`src/hdl/dsam_pkg.sv`:
```
// Shared types and constants of the diode safe-area monitor.
package dsam_pkg;

   localparam int unsigned MAX_WARNS_DEFAULT = 5;

   localparam int unsigned CSR_INDEX_WIDTH = 3;
   localparam int unsigned CSR_DATA_WIDTH  = 32;

   // Configuration register indexes.
   localparam logic [CSR_INDEX_WIDTH-1:0] CSR_FORWARD_VOLT_LIMIT = 3'd0;
   localparam logic [CSR_INDEX_WIDTH-1:0] CSR_REVERSE_VOLT_LIMIT = 3'd1;
   localparam logic [CSR_INDEX_WIDTH-1:0] CSR_CURRENT_LIMIT      = 3'd2;
   localparam logic [CSR_INDEX_WIDTH-1:0] CSR_POWER_LIMIT        = 3'd3;
   localparam logic [CSR_INDEX_WIDTH-1:0] CSR_TEMP_LIMIT         = 3'd4;
   localparam logic [CSR_INDEX_WIDTH-1:0] CSR_NOMINAL_TEMP       = 3'd5;
   localparam logic [CSR_INDEX_WIDTH-1:0] CSR_DERATE_SLOPE       = 3'd6;
   localparam logic [CSR_INDEX_WIDTH-1:0] CSR_LIMITS_GIVEN       = 3'd7;

   // Item operation codes.
   localparam logic OP_CHECK = 1'b0;
   localparam logic OP_CLEAR = 1'b1;

   localparam logic [30:0] SAT31 = 31'h7FFF_FFFF;
   localparam logic signed [31:0] SMAX32 = 32'sh7FFF_FFFF;

   typedef struct packed {
      logic               op;
      logic signed [31:0] terminal_voltage;
      logic signed [31:0] junction_current;
      logic signed [31:0] junction_voltage;
      logic        [30:0] series_conductance;
      logic               self_heating;
      logic signed [31:0] device_temp;
   } req_payload_type;

   typedef struct packed {
      logic        forward_warn;
      logic        reverse_warn;
      logic        current_warn;
      logic        power_warn;
      logic        temp_warn;
      logic [30:0] power_value;
      logic [30:0] derated_limit;
   } rsp_payload_type;

endpackage

```
`src/hdl/dsam_stream_if.sv`:
```
// Valid/ready channel carrying one item per handshake.
interface dsam_stream_if #(
   parameter type payload_type = logic
) ();
   logic        valid;
   logic        ready;
   payload_type payload;

   modport source (output valid, output payload, input ready);
   modport sink   (input valid, input payload, output ready);
endinterface

```
`src/hdl/diode_safe_area_monitor.sv`:
```
// Top level of the diode safe-area monitor.
//
// Each check item occupies the block from acceptance to the next possible
// acceptance: the states of the one shared 33x33 signed multiplier (i*v,
// |i|*|i|, temperature excess times slope), a restoring divider that forms
// |i|^2/g one quotient bit per cycle, a final state that combines, checks and
// updates the warning counters, and the idle state in which the next item is
// accepted. A clear item passes from idle straight to the final state.
// Input ready is high only while the sequencer is idle; the result sits in
// an output register, and if it has not been taken when the next result is
// due, the sequencer waits in its final state.
module diode_safe_area_monitor
   import dsam_pkg::*;
#(
   parameter int unsigned MAX_WARNS = MAX_WARNS_DEFAULT
) (
   input  logic                       clock,
   input  logic                       reset,
   dsam_stream_if.sink                req_if,
   dsam_stream_if.source              rsp_if,
   input  logic                       csr_wr_en,
   input  logic [CSR_INDEX_WIDTH-1:0] csr_index,
   input  logic [CSR_DATA_WIDTH-1:0]  csr_wr_data
);

   localparam logic [2:0] WARN_LIMIT = (MAX_WARNS < 7) ? 3'(MAX_WARNS) : 3'd7;
   localparam int unsigned DIV_STEPS = 47;
   localparam int unsigned STEP_W = $clog2(DIV_STEPS);

   localparam logic [2:0] ST_IDLE   = 3'd0;
   localparam logic [2:0] ST_MUL_IV = 3'd1;
   localparam logic [2:0] ST_MUL_II = 3'd2;
   localparam logic [2:0] ST_MUL_DT = 3'd3;
   localparam logic [2:0] ST_DIV    = 3'd4;
   localparam logic [2:0] ST_FINISH = 3'd5;

   localparam int unsigned K_FWD = 0;
   localparam int unsigned K_REV = 1;
   localparam int unsigned K_CUR = 2;
   localparam int unsigned K_PWR = 3;
   localparam int unsigned K_TMP = 4;

   // Configuration registers.
   logic signed [31:0] fwd_lim_ff, rev_lim_ff, t_lim_ff, t_nom_ff;
   logic        [30:0] cur_lim_ff, pwr_lim_ff, slope_ff;
   logic        [1:0]  given_ff;

   // Sequencer and item registers.
   logic [2:0]          state_ff, state_in;
   logic                op_ff;
   logic signed [31:0]  vd_ff, i_ff, v_ff, te_ff;
   logic        [30:0]  g_ff;
   logic                sh_ff;
   logic signed [63:0]  prod_ff, prod_in;
   logic signed [47:0]  fl_ff, fl_in;
   logic        [30:0]  rem_ff, rem_in;
   logic        [46:0]  dq_ff, dq_in;
   logic                qbig_ff, qbig_in;
   logic [STEP_W-1:0]   step_ff, step_in;
   logic        [30:0]  lim_ff, lim_in;
   logic [2:0]          warn_cnt_ff [5];
   logic [2:0]          warn_cnt_in [5];
   logic                rsp_valid_ff, rsp_valid_in;
   rsp_payload_type     rsp_data_ff, rsp_data_in;

   // Combinational helpers.
   logic                accept;
   logic                deliver;
   logic [31:0]         abs_i;
   logic signed [32:0]  temp_diff;
   logic signed [32:0]  mul_a, mul_b;
   logic signed [65:0]  mul_p;
   logic [31:0]         rem_shift;
   logic [47:0]         dec;
   logic                derate_on;
   logic                thermal_case;
   logic signed [48:0]  sum;
   logic [48:0]         mag;
   logic [30:0]         pwr_val;
   logic [4:0]          cond;
   logic [4:0]          hit;

   assign req_if.ready   = (state_ff == ST_IDLE);
   assign accept         = req_if.valid && req_if.ready;
   assign rsp_if.valid   = rsp_valid_ff;
   assign rsp_if.payload = rsp_data_ff;
   assign deliver        = (state_ff == ST_FINISH) && (!rsp_valid_ff || rsp_if.ready);

   assign abs_i     = i_ff[31] ? 32'(-i_ff) : 32'(i_ff);
   assign temp_diff = 33'(te_ff) - 33'(t_nom_ff);

   // The one shared multiplier; its operands follow the sequencer state.
   always_comb begin
      unique case (state_ff)
         ST_MUL_IV: begin
            mul_a = 33'(i_ff);
            mul_b = 33'(v_ff);
         end
         ST_MUL_II: begin
            mul_a = $signed({1'b0, abs_i});
            mul_b = $signed({1'b0, abs_i});
         end
         ST_MUL_DT: begin
            mul_a = temp_diff;
            mul_b = $signed({2'b00, slope_ff});
         end
         default: begin
            mul_a = '0;
            mul_b = '0;
         end
      endcase
   end

   assign mul_p = mul_a * mul_b;

   // Divider step: shift the next dividend bit into the remainder.
   assign rem_shift = {rem_ff, dq_ff[46]};

   assign thermal_case = sh_ff && given_ff[0] && given_ff[1];
   assign derate_on    = thermal_case || (!sh_ff && given_ff[0]);
   assign dec          = prod_ff[63:16];

   // Power is |floor(i*v/2^16) + floor(i*i/g)|, saturated.
   assign sum     = 49'(fl_ff) + $signed({2'b00, dq_ff});
   assign mag     = sum[48] ? 49'(-sum) : 49'(sum);
   assign pwr_val = (qbig_ff || (mag > 49'(SAT31))) ? SAT31 : mag[30:0];

   assign cond[K_FWD] = vd_ff > fwd_lim_ff;
   assign cond[K_REV] = (-33'(vd_ff)) > 33'(rev_lim_ff);
   assign cond[K_CUR] = abs_i > {1'b0, cur_lim_ff};
   assign cond[K_PWR] = pwr_val > lim_ff;
   assign cond[K_TMP] = thermal_case && (te_ff > t_lim_ff);

   always_comb begin
      for (int k = 0; k < 5; k++) begin
         hit[k] = cond[k] && (warn_cnt_ff[k] < WARN_LIMIT);
      end
   end

   always_comb begin
      state_in     = state_ff;
      prod_in      = prod_ff;
      fl_in        = fl_ff;
      rem_in       = rem_ff;
      dq_in        = dq_ff;
      qbig_in      = qbig_ff;
      step_in      = step_ff;
      lim_in       = lim_ff;
      rsp_data_in  = rsp_data_ff;
      rsp_valid_in = rsp_valid_ff && !rsp_if.ready;
      for (int k = 0; k < 5; k++) begin
         warn_cnt_in[k] = warn_cnt_ff[k];
      end

      unique case (state_ff)
         ST_IDLE: begin
            if (accept) begin
               state_in = (req_if.payload.op == OP_CLEAR) ? ST_FINISH : ST_MUL_IV;
            end
         end
         ST_MUL_IV: begin
            prod_in  = mul_p[63:0];
            state_in = ST_MUL_II;
         end
         ST_MUL_II: begin
            fl_in    = prod_ff[63:16];
            prod_in  = mul_p[63:0];
            state_in = ST_MUL_DT;
         end
         ST_MUL_DT: begin
            // A quotient of 2^47 or more saturates the power whatever i*v is.
            rem_in   = {15'd0, prod_ff[62:47]};
            dq_in    = prod_ff[46:0];
            qbig_in  = {15'd0, prod_ff[62:47]} >= g_ff;
            step_in  = STEP_W'(DIV_STEPS - 1);
            prod_in  = mul_p[63:0];
            state_in = ST_DIV;
         end
         ST_DIV: begin
            if (rem_shift >= {1'b0, g_ff}) begin
               rem_in = 31'(rem_shift - {1'b0, g_ff});
               dq_in  = {dq_ff[45:0], 1'b1};
            end else begin
               rem_in = rem_shift[30:0];
               dq_in  = {dq_ff[45:0], 1'b0};
            end
            if (!derate_on || temp_diff[32]) begin
               lim_in = pwr_lim_ff;
            end else if (dec >= {17'd0, pwr_lim_ff}) begin
               lim_in = '0;
            end else begin
               lim_in = 31'({17'd0, pwr_lim_ff} - dec);
            end
            step_in = step_ff - 1'b1;
            if (step_ff == '0) begin
               state_in = ST_FINISH;
            end
         end
         ST_FINISH: begin
            if (deliver) begin
               rsp_valid_in = 1'b1;
               state_in     = ST_IDLE;
               if (op_ff == OP_CLEAR) begin
                  rsp_data_in = '0;
                  for (int k = 0; k < 5; k++) begin
                     warn_cnt_in[k] = '0;
                  end
               end else begin
                  rsp_data_in.forward_warn  = hit[K_FWD];
                  rsp_data_in.reverse_warn  = hit[K_REV];
                  rsp_data_in.current_warn  = hit[K_CUR];
                  rsp_data_in.power_warn    = hit[K_PWR];
                  rsp_data_in.temp_warn     = hit[K_TMP];
                  rsp_data_in.power_value   = pwr_val;
                  rsp_data_in.derated_limit = lim_ff;
                  for (int k = 0; k < 5; k++) begin
                     warn_cnt_in[k] = warn_cnt_ff[k] + 3'(hit[k]);
                  end
               end
            end
         end
         default: begin
            state_in = ST_IDLE;
         end
      endcase
   end

   // Control state and configuration.
   always_ff @(posedge clock) begin
      if (reset) begin
         state_ff     <= ST_IDLE;
         rsp_valid_ff <= 1'b0;
         for (int k = 0; k < 5; k++) begin
            warn_cnt_ff[k] <= '0;
         end
         fwd_lim_ff <= SMAX32;
         rev_lim_ff <= SMAX32;
         cur_lim_ff <= SAT31;
         pwr_lim_ff <= SAT31;
         t_lim_ff   <= SMAX32;
         t_nom_ff   <= '0;
         slope_ff   <= '0;
         given_ff   <= '0;
      end else begin
         state_ff     <= state_in;
         rsp_valid_ff <= rsp_valid_in;
         for (int k = 0; k < 5; k++) begin
            warn_cnt_ff[k] <= warn_cnt_in[k];
         end
         if (csr_wr_en) begin
            unique case (csr_index)
               CSR_FORWARD_VOLT_LIMIT: fwd_lim_ff <= $signed(csr_wr_data);
               CSR_REVERSE_VOLT_LIMIT: rev_lim_ff <= $signed(csr_wr_data);
               CSR_CURRENT_LIMIT:      cur_lim_ff <= csr_wr_data[30:0];
               CSR_POWER_LIMIT:        pwr_lim_ff <= csr_wr_data[30:0];
               CSR_TEMP_LIMIT:         t_lim_ff   <= $signed(csr_wr_data);
               CSR_NOMINAL_TEMP:       t_nom_ff   <= $signed(csr_wr_data);
               CSR_DERATE_SLOPE:       slope_ff   <= csr_wr_data[30:0];
               CSR_LIMITS_GIVEN:       given_ff   <= csr_wr_data[1:0];
               default: ;
            endcase
         end
      end
   end

   // Datapath registers.
   always_ff @(posedge clock) begin
      if (accept) begin
         op_ff <= req_if.payload.op;
         vd_ff <= req_if.payload.terminal_voltage;
         i_ff  <= req_if.payload.junction_current;
         v_ff  <= req_if.payload.junction_voltage;
         // A zero conductance is taken as one LSB.
         g_ff  <= (req_if.payload.series_conductance == '0) ? 31'd1
                                                           : req_if.payload.series_conductance;
         sh_ff <= req_if.payload.self_heating;
         te_ff <= req_if.payload.device_temp;
      end
      prod_ff     <= prod_in;
      fl_ff       <= fl_in;
      rem_ff      <= rem_in;
      dq_ff       <= dq_in;
      qbig_ff     <= qbig_in;
      step_ff     <= step_in;
      lim_ff      <= lim_in;
      rsp_data_ff <= rsp_data_in;
   end

endmodule

```
`src/flat_wrapper.sv`:
```
// flat-port wrapper written by rule: the top's interface ports become plain ports
module diode_safe_area_monitor_flat import dsam_pkg::*;
#(
   parameter int unsigned MAX_WARNS = MAX_WARNS_DEFAULT
)
  (clock, reset, csr_wr_en, csr_index, csr_wr_data, req_if_valid, req_if_payload, req_if_ready, rsp_if_valid, rsp_if_payload, rsp_if_ready);
  dsam_stream_if #(.payload_type(req_payload_type)) req_if_i ();
  dsam_stream_if #(.payload_type(rsp_payload_type)) rsp_if_i ();
  input  logic clock;
  input  logic reset;
  input  logic csr_wr_en;
  input  logic [CSR_INDEX_WIDTH-1:0] csr_index;
  input  logic [CSR_DATA_WIDTH-1:0] csr_wr_data;
  input wire logic [$bits(req_if_i.valid)-1:0] req_if_valid;
  input wire logic [$bits(req_if_i.payload)-1:0] req_if_payload;
  output wire logic [$bits(req_if_i.ready)-1:0] req_if_ready;
  output wire logic [$bits(rsp_if_i.valid)-1:0] rsp_if_valid;
  output wire logic [$bits(rsp_if_i.payload)-1:0] rsp_if_payload;
  input wire logic [$bits(rsp_if_i.ready)-1:0] rsp_if_ready;
  assign req_if_i.valid = req_if_valid;
  assign req_if_i.payload = req_if_payload;
  assign req_if_ready = req_if_i.ready;
  assign rsp_if_valid = rsp_if_i.valid;
  assign rsp_if_payload = rsp_if_i.payload;
  assign rsp_if_i.ready = rsp_if_ready;
  diode_safe_area_monitor #(.MAX_WARNS(MAX_WARNS)) u_core (.clock(clock), .reset(reset), .req_if(req_if_i), .rsp_if(rsp_if_i), .csr_wr_en(csr_wr_en), .csr_index(csr_index), .csr_wr_data(csr_wr_data));
endmodule
```
`config.mk`:
```
export PLATFORM = sky130hd
export DESIGN_NAME = diode_safe_area_monitor_flat
export DESIGN_NICKNAME = d
export VERILOG_FILES = /design/src/hdl/dsam_pkg.sv /design/src/hdl/dsam_stream_if.sv /design/src/hdl/diode_safe_area_monitor.sv /design/src/flat_wrapper.sv
export SDC_FILE = /design/constraint.sdc
export NUM_CORES = 2
export LEC_CHECK = 0
export BUFFER_PORTS_ARGS = -buffer_cell sky130_fd_sc_hd__clkbuf_2
export CAP_MARGIN = 5
export CORE_MARGIN = 2
export CORE_UTILIZATION = 48
export CTS_CLUSTER_DIAMETER = 30
export DETAILED_ROUTE_END_ITERATION = 16
export PLACE_DENSITY_LB_ADDON = 0.2
export SETUP_SLACK_MARGIN = 0.2
export SLEW_MARGIN = 5
export SYNTH_ARGS = -nofsm -noshare
export SYNTH_HDL_FRONTEND = slang
export SYNTH_SLANG_ARGS = --single-unit
```
`constraint.sdc`:
```
create_clock -name clock -period 31 [get_ports clock]
set_input_delay 4.65 -clock clock [delete_from_list [all_inputs] [get_ports clock]]
set_output_delay 4.65 -clock clock [all_outputs]
set_load 0.1 [all_outputs]
```
# --- Yosys cells after proc, flatten, opt, wreduce, memory -nomap -nowiden ---
# Memory sizes are Yosys's and may differ from the RTL's.
# Index checks and enable logic that the tools add are counted.
word_totals:
  regBits: 683
  mem_bits_rw: 15
  output_inout_bits: 69
  word_cells: 146
  memories: 1
classes:
  addsub: 13
  multipliers: 1
  magnitude_cmp: 14
  eq_ne: 15
  mux: 30
  bitwise_logic: 5
  reduce_logical: 36
mem_list:
  columns: ["memory", "depth", "width", "rd", "rd_ports_with_merged_regs", "write_ports", "line_no", "rtl"]
  rows:
  - ["u_core.warn_cnt_ff", 5, 3, 5, 0, 5, "diode_safe_area_monitor.sv:61", "logic [2:0] warn_cnt_ff [5];"]
op_table:
  columns: ["cell", "n"]
  rows:
  - ["case mux 33 bit (3 select lines)", 2]
  - ["2-to-1 mux 31 bit", 4]
  - ["case mux 47 bit (2 select lines)", 1]
  - ["greater-than comparator 32 bit", 2]
  - ["multiplier 33 x 33 -> 64 bit", 1]
  - ["case mux 31 bit (2 select lines)", 1]
  - ["subtractor 31 bit", 2]
  - ["adder 48 x 48 -> 49 bit", 1]
  - ["greater-than comparator 49 x 31 -> 1 bit (second input constant)", 1]
  - ["2-to-1 mux 49 bit", 1]
  - ["negator 49 bit", 1]
  - ["greater-or-equal comparator 48 x 31 -> 1 bit", 1]
  - ["2-to-1 mux 15 bit", 3]
  - ["greater-than comparator 33 x 32 -> 1 bit", 1]
  - ["negator 32 -> 33 bit", 1]
  - ["subtractor 32 x 32 -> 33 bit", 1]
  - ["greater-or-equal comparator 32 x 31 -> 1 bit", 1]
  - ["greater-than comparator 32 x 31 -> 1 bit", 1]
  - ["2-to-1 mux 32 bit", 1]
  - ["negator 32 bit", 1]
  - ["greater-or-equal comparator 16 x 31 -> 1 bit", 1]
  - ["greater-than comparator 31 bit", 1]
  - ["zero test 31 bit", 1]
  - ["2-to-1 mux 3 bit", 9]
  - ["other kinds (21)", 74]

# --- Logic depth before layout (Yosys ltp) ---
depth:
  depth_word: 13
  depth_mapped: 47

# --- Least setup slack after synthesis ---
# OpenSTA, ideal clock, no wires.
synth_path:
  path_kind: "reg2reg"
  from: "register u_core.te_ff[1]"
  to: "register u_core.prod_ff[60] (data pin)"
  arrival_ns: 10.736
  t_required_ns: 30.742
  slack_ns: 20.007
  path_stages_with_launch: 41
  n_path_buf: 2
  period_less_slack_ns: 10.993
  cell_sequence: "edfxtp_1 -> ha_1 -> nor2b_1 -> o21ai_0 -> a21boi_0 -> o21ai_0 -> a2111oi_0 -> o41ai_1 -> o21ai_0 -> a21o_1 -> a21oi_1 -> xnor2_1 -> a221oi_1 -> clkbuf_1 -> nor2_1 -> fa_1 -> inv_1 -> fa_1 -> (+5 left out) -> fa_1 -> inv_1 -> fa_1 -> fa_1 -> ha_1 -> clkbuf_1 -> o21a_1 -> nor2_1 -> o21ai_0 -> nand3_1 -> or3_1 -> and2_1 -> o311a_1 -> a31oi_1 -> a21o_1 -> a21oi_1 -> a311o_1 -> xnor2_1"
synth_between:
  elab_chain_cells: 3
synth_lines:
  columns: ["element", "line_no", "rtl"]
  rows:
  - ["start, declared", "diode_safe_area_monitor.sv:51", "logic signed [31:0] vd_ff, i_ff, v_ff, te_ff;"]
  - ["start signal, assigned", "diode_safe_area_monitor.sv:277", "te_ff <= req_if.payload.device_temp;"]
  - ["subtractor 32 x 32 -> 33 bit", "diode_safe_area_monitor.sv:90", "assign temp_diff = 33'(te_ff) - 33'(t_nom_ff);"]
  - ["case mux 33 bit (3 select lines)", "diode_safe_area_monitor.sv:94", "unique case (state_ff)"]
  - ["multiplier 33 x 33 -> 64 bit", "diode_safe_area_monitor.sv:114", "assign mul_p = mul_a * mul_b;"]
  - ["via u_core.mul_p[60]", "diode_safe_area_monitor.sv:72", "logic signed [65:0] mul_p;"]
  - ["end signal, assigned", "diode_safe_area_monitor.sv:279", "prod_ff <= prod_in;"]
  - ["end, declared", "diode_safe_area_monitor.sv:54", "logic signed [63:0] prod_ff, prod_in;"]
# The timed path passes the listed nets, and every way through them passes these cells.
# A chain may end at the register's enable or synchronous reset.

# --- Worst setup path after layout ---
layout_path:
  from: "register u_core.i_ff[3]"
  to: "register u_core.prod_ff[63] (data pin)"
layout_between:
  elab_chain_cells: 4
  word_cells_on_any_way: 5
  cone_classes: "add/sub (1); mul (1); mux (3)"
layout_lines:
  columns: ["element", "line_no", "rtl"]
  rows:
  - ["start, declared", "diode_safe_area_monitor.sv:51", null]
  - ["start signal, assigned", "diode_safe_area_monitor.sv:271", "i_ff <= req_if.payload.junction_current;"]
  - ["negator 32 bit", "diode_safe_area_monitor.sv:89", "assign abs_i = i_ff[31] ? 32'(-i_ff) : 32'(i_ff);"]
  - ["2-to-1 mux 32 bit", "diode_safe_area_monitor.sv:89", null]
  - ["case mux 33 bit (3 select lines)", "diode_safe_area_monitor.sv:94", null]
  - ["multiplier 33 x 33 -> 64 bit (*)", "diode_safe_area_monitor.sv:114", null]
  - ["via u_core.mul_p[63]", "diode_safe_area_monitor.sv:72", null]
# The timed path passes the listed nets; every way through them passes the cells marked *.

==> impl_metrics.yaml <==
yosys:
  ys_ff_latch: 698
  synth_flop_cell: "edfxtp_1"
  synth.distinct_cells: 96
  synth_nets: 10530
  yosysSeqAreaShare: 0.2351
  yosysTopAreaCell: "fa_1"
  synthTopCellsByCount: "1546 x inv_1, 1213 x nand2_1, 1129 x fa_1, 789 x nor2_1, 573 x ha_1"
  syn_avg_cell_area_um2: 9.145
  ys_async_sr_fraction: 0
  yosys.area.top_type_share: 0.2866
  yosys_warnings: 0
  synthMostInstantiatedCell: "inv_1"
  synth.area.top_cells: "fa_1 29%, edfxtp_1 17%, ha_1 9.1%, inv_1 7.4%, dfxtp_1 6.1%"
  synth_area_um2: 78850
  synthCells: 8623
  synth_edf_count: 456
placed_design:
  placed_area_um2: 82700
  port-buffer-count: 269
  place.detailed.hpwl_um: 212400
  gp_congestion: 0.9895
  placedCellCount: 10780
routing:
  first_pass_iters: 6
  drc: 0
  vias: 63350
  drt_wl_total_um: 276100
  viasPerCell: 5.698
  drt-initial-drc-count: 6128
  wl_per_cell_um: 24.83
  antenna_left: 0
cts:
  cts-buffers-inserted: 174
  cts_resized: 0
  cts_tree: "yes"
  clock_path_buffers: 3
  cts.htree.levels: 4
  root_buffer: "clkbuf_16"
  clock_sinks: 698
  holdBufCountCts: 0
  clock_latency_ns: 0.83
  cts.reportedPaths.clkPinSlew_ns: 0.04
  post_cts_buffers: 0
floorplan:
  io_pins: 270
  dieArea_um2: 167500
  floorplan.die.height_um: 409.3
  die_w_um: 409.3
  std_cell_rows: 148
  fp.coreArea_um2: 163000
  start_util: 0.4839
sta:
  fin_setup_tns_ns: 0
  fin_crit_sh: 0.4155
  finalSetupViolCount: 0
  hold_viol_final: 0
  skew_ns: 0.09030
  maxSlewHeadroom: 0.1617
  final-max-slew-violation-count: 0
  grt_setup_unrepaired: "false"
  worst_pin_slew_ns: 1.246
  max_freq_mhz: 77.63
  finalCriticalPeriod_ns: 12.88
setup_path:
  crit_family: "adder cells"
  critPathCaptureType: "flop"
  required_ns: 31.57
  critPathMostFrequentCell: "fa_1"
  cp_slowest_cell: "a221o_1"
  crit_type: "flop to flop"
  path_buf_inv: 5
  crit_path_max_incr_delay_ns: 0.90
  reg2reg_depth: 38
  worst-path-max-fanout: 17
  critical_path.startpoint_type: "flop"
  critPathArrivalTime_ns: 13.45
  worst-path-stages: 38
global_route:
  grt_pass1_vias: 65070
  grt_max_degree: 91
  grt_use_total: 0.3314
  grt_pass1_wl_um: 411200
  antenna_found_initial: 23
  grt.overflow.total: 0
power_and_ir_drop:
  power_density_nw_per_um2: 111.2
  vdd.ir_drop.worst_uv: 98.48
  power_mw: 9.882
  p_leak_nw: 41.92
cells_and_area:
  final_cell_area_um2: 88850
  fin_cells: 11120
  area_growth_pct: 12.67
  drive_above_1_share: 0.09201
  finalNetCount: 10690
  n_fill_cell: 15010
worst_hold_path:
  hp-class: "flop to flop"
  hold_depth: 2
run_status:
  status: "complete, no violations"
job:
  drv_cap: 0
-- state kept, by name, summed over array words and instances (netlist names), 6 cells and up --
signal / flops
u_core.t_nom_ff: 32
u_core.dq_ff: 47
u_core.te_ff: 32
u_core.fwd_lim_ff: 32
u_core.rev_lim_ff: 32
u_core.rsp_if.payload: 67
u_core.rem_ff: 31
u_core.cur_lim_ff: 31
u_core.vd_ff: 32
u_core.pwr_lim_ff: 31
u_core.prod_ff: 64
u_core.i_ff: 32
u_core.warn_cnt_ff: 15
u_core.t_lim_ff: 32
u_core.step_ff: 6
u_core.v_ff: 32
u_core.g_ff: 31
u_core.fl_ff: 48
u_core.slope_ff: 31
u_core.lim_ff: 31
-- stage by stage --
step | utilization | worst slack, ns | hold slack, ns
6_report | 0.5452 | 18.12 | 0.4513
5_1_grt | 0.5452 | 17.59 | 0.4718
4_1_cts | 0.5450 | 18.24 | 0.4542
3_5_place_dp | 0.5075 | 18.29 | 0.4481
3_3_place_gp | 0.5075 | 18.39 | 0.4402
2_1_floorplan | - | 20.01 | 0.4177
-- layer usage --
metal,part of all wire,track usage
met1,0.40,0.4302
met3,0.10,0.08859
met4,0.055,0.1616
met2,0.44,0.5132
met5,0.000091,0
-- placed cells by master (no fill, tap or decap), drive strengths merged, types with 38 or more instances in the layout --
cell type  instances
mux2i             38
nand3             59
a221o             49
nor2b             57
fa              1129
and2              73
ha               573
nor4              74
clkbuf           485
clkinv            66
o31ai             39
nor3              71
a21o             162
o21a              72
o21ai            267
nand4             70
nor2             789
buf              136
edfxtp           456
nand2b            62
xnor2            186
inv             1553
dfxtp            242
o211ai           132
a21oi            343
nand2           1213
xor2              82
a221oi            41
-- worst min-delay path: cells and delay by family (launching register included) --
kind	cells	cell delay, ns
flops	1	0.30
simple gates	1	0.05
compound gates	1	0.05
-- logic make-up (layout without fill, tap and decap cells) --
logic type	Yosys count	count (layout)	synth area share
AOI/OAI and AO/OA	1322	1322	0.1115
xor gates and xnor gates	268	268	0.02996
adders and majority gates	1702	1702	0.3776
buffers and inverters	1964	2275	0.09514
DFF	698	698	0.2351
muxes	49	49	0.006395
other	0	9	0
and+or+nand+nor	2620	2620	0.1444
-- worst paths after layout --
kind                                                 startpoint                         endpoint  slack [ns]
worst max-delay path                   u_core.i_ff[3]$_DFFE_PP_     u_core.prod_ff[63]$_DFFE_PN_       18.12
worst min-delay path            u_core.t_nom_ff[3]$_SDFFE_PP0P_  u_core.t_nom_ff[3]$_SDFFE_PP0P_        0.45
worst max register to register         u_core.i_ff[3]$_DFFE_PP_     u_core.prod_ff[63]$_DFFE_PN_       18.12
worst min register to register  u_core.t_nom_ff[3]$_SDFFE_PP0P_  u_core.t_nom_ff[3]$_SDFFE_PP0P_        0.45
-- where the power goes --
group          switching (mW)  total [mW]  internal [mW]
Sequential              0.184        1.54           1.36
Combinational            4.30        6.49           2.19
Clock                   0.622        1.85           1.23
-- area by class of cell --
class | instances | area [um^2] | area share
Antenna cell | 9 | 22.52 | 0.0002535
Clock buffer | 217 | 4656 | 0.05240
Clock inverter | 108 | 1456 | 0.01639
Inverter | 1546 | 5811 | 0.06540
Multi-Input combinational cell | 5961 | 53280 | 0.5997
Sequential cell | 698 | 18540 | 0.2086
Tap cell | 2175 | 2721 | 0.03063
Timing Repair Buffer | 404 | 2362 | 0.02659
Note: power is estimated with default switching activity, not from simulation.
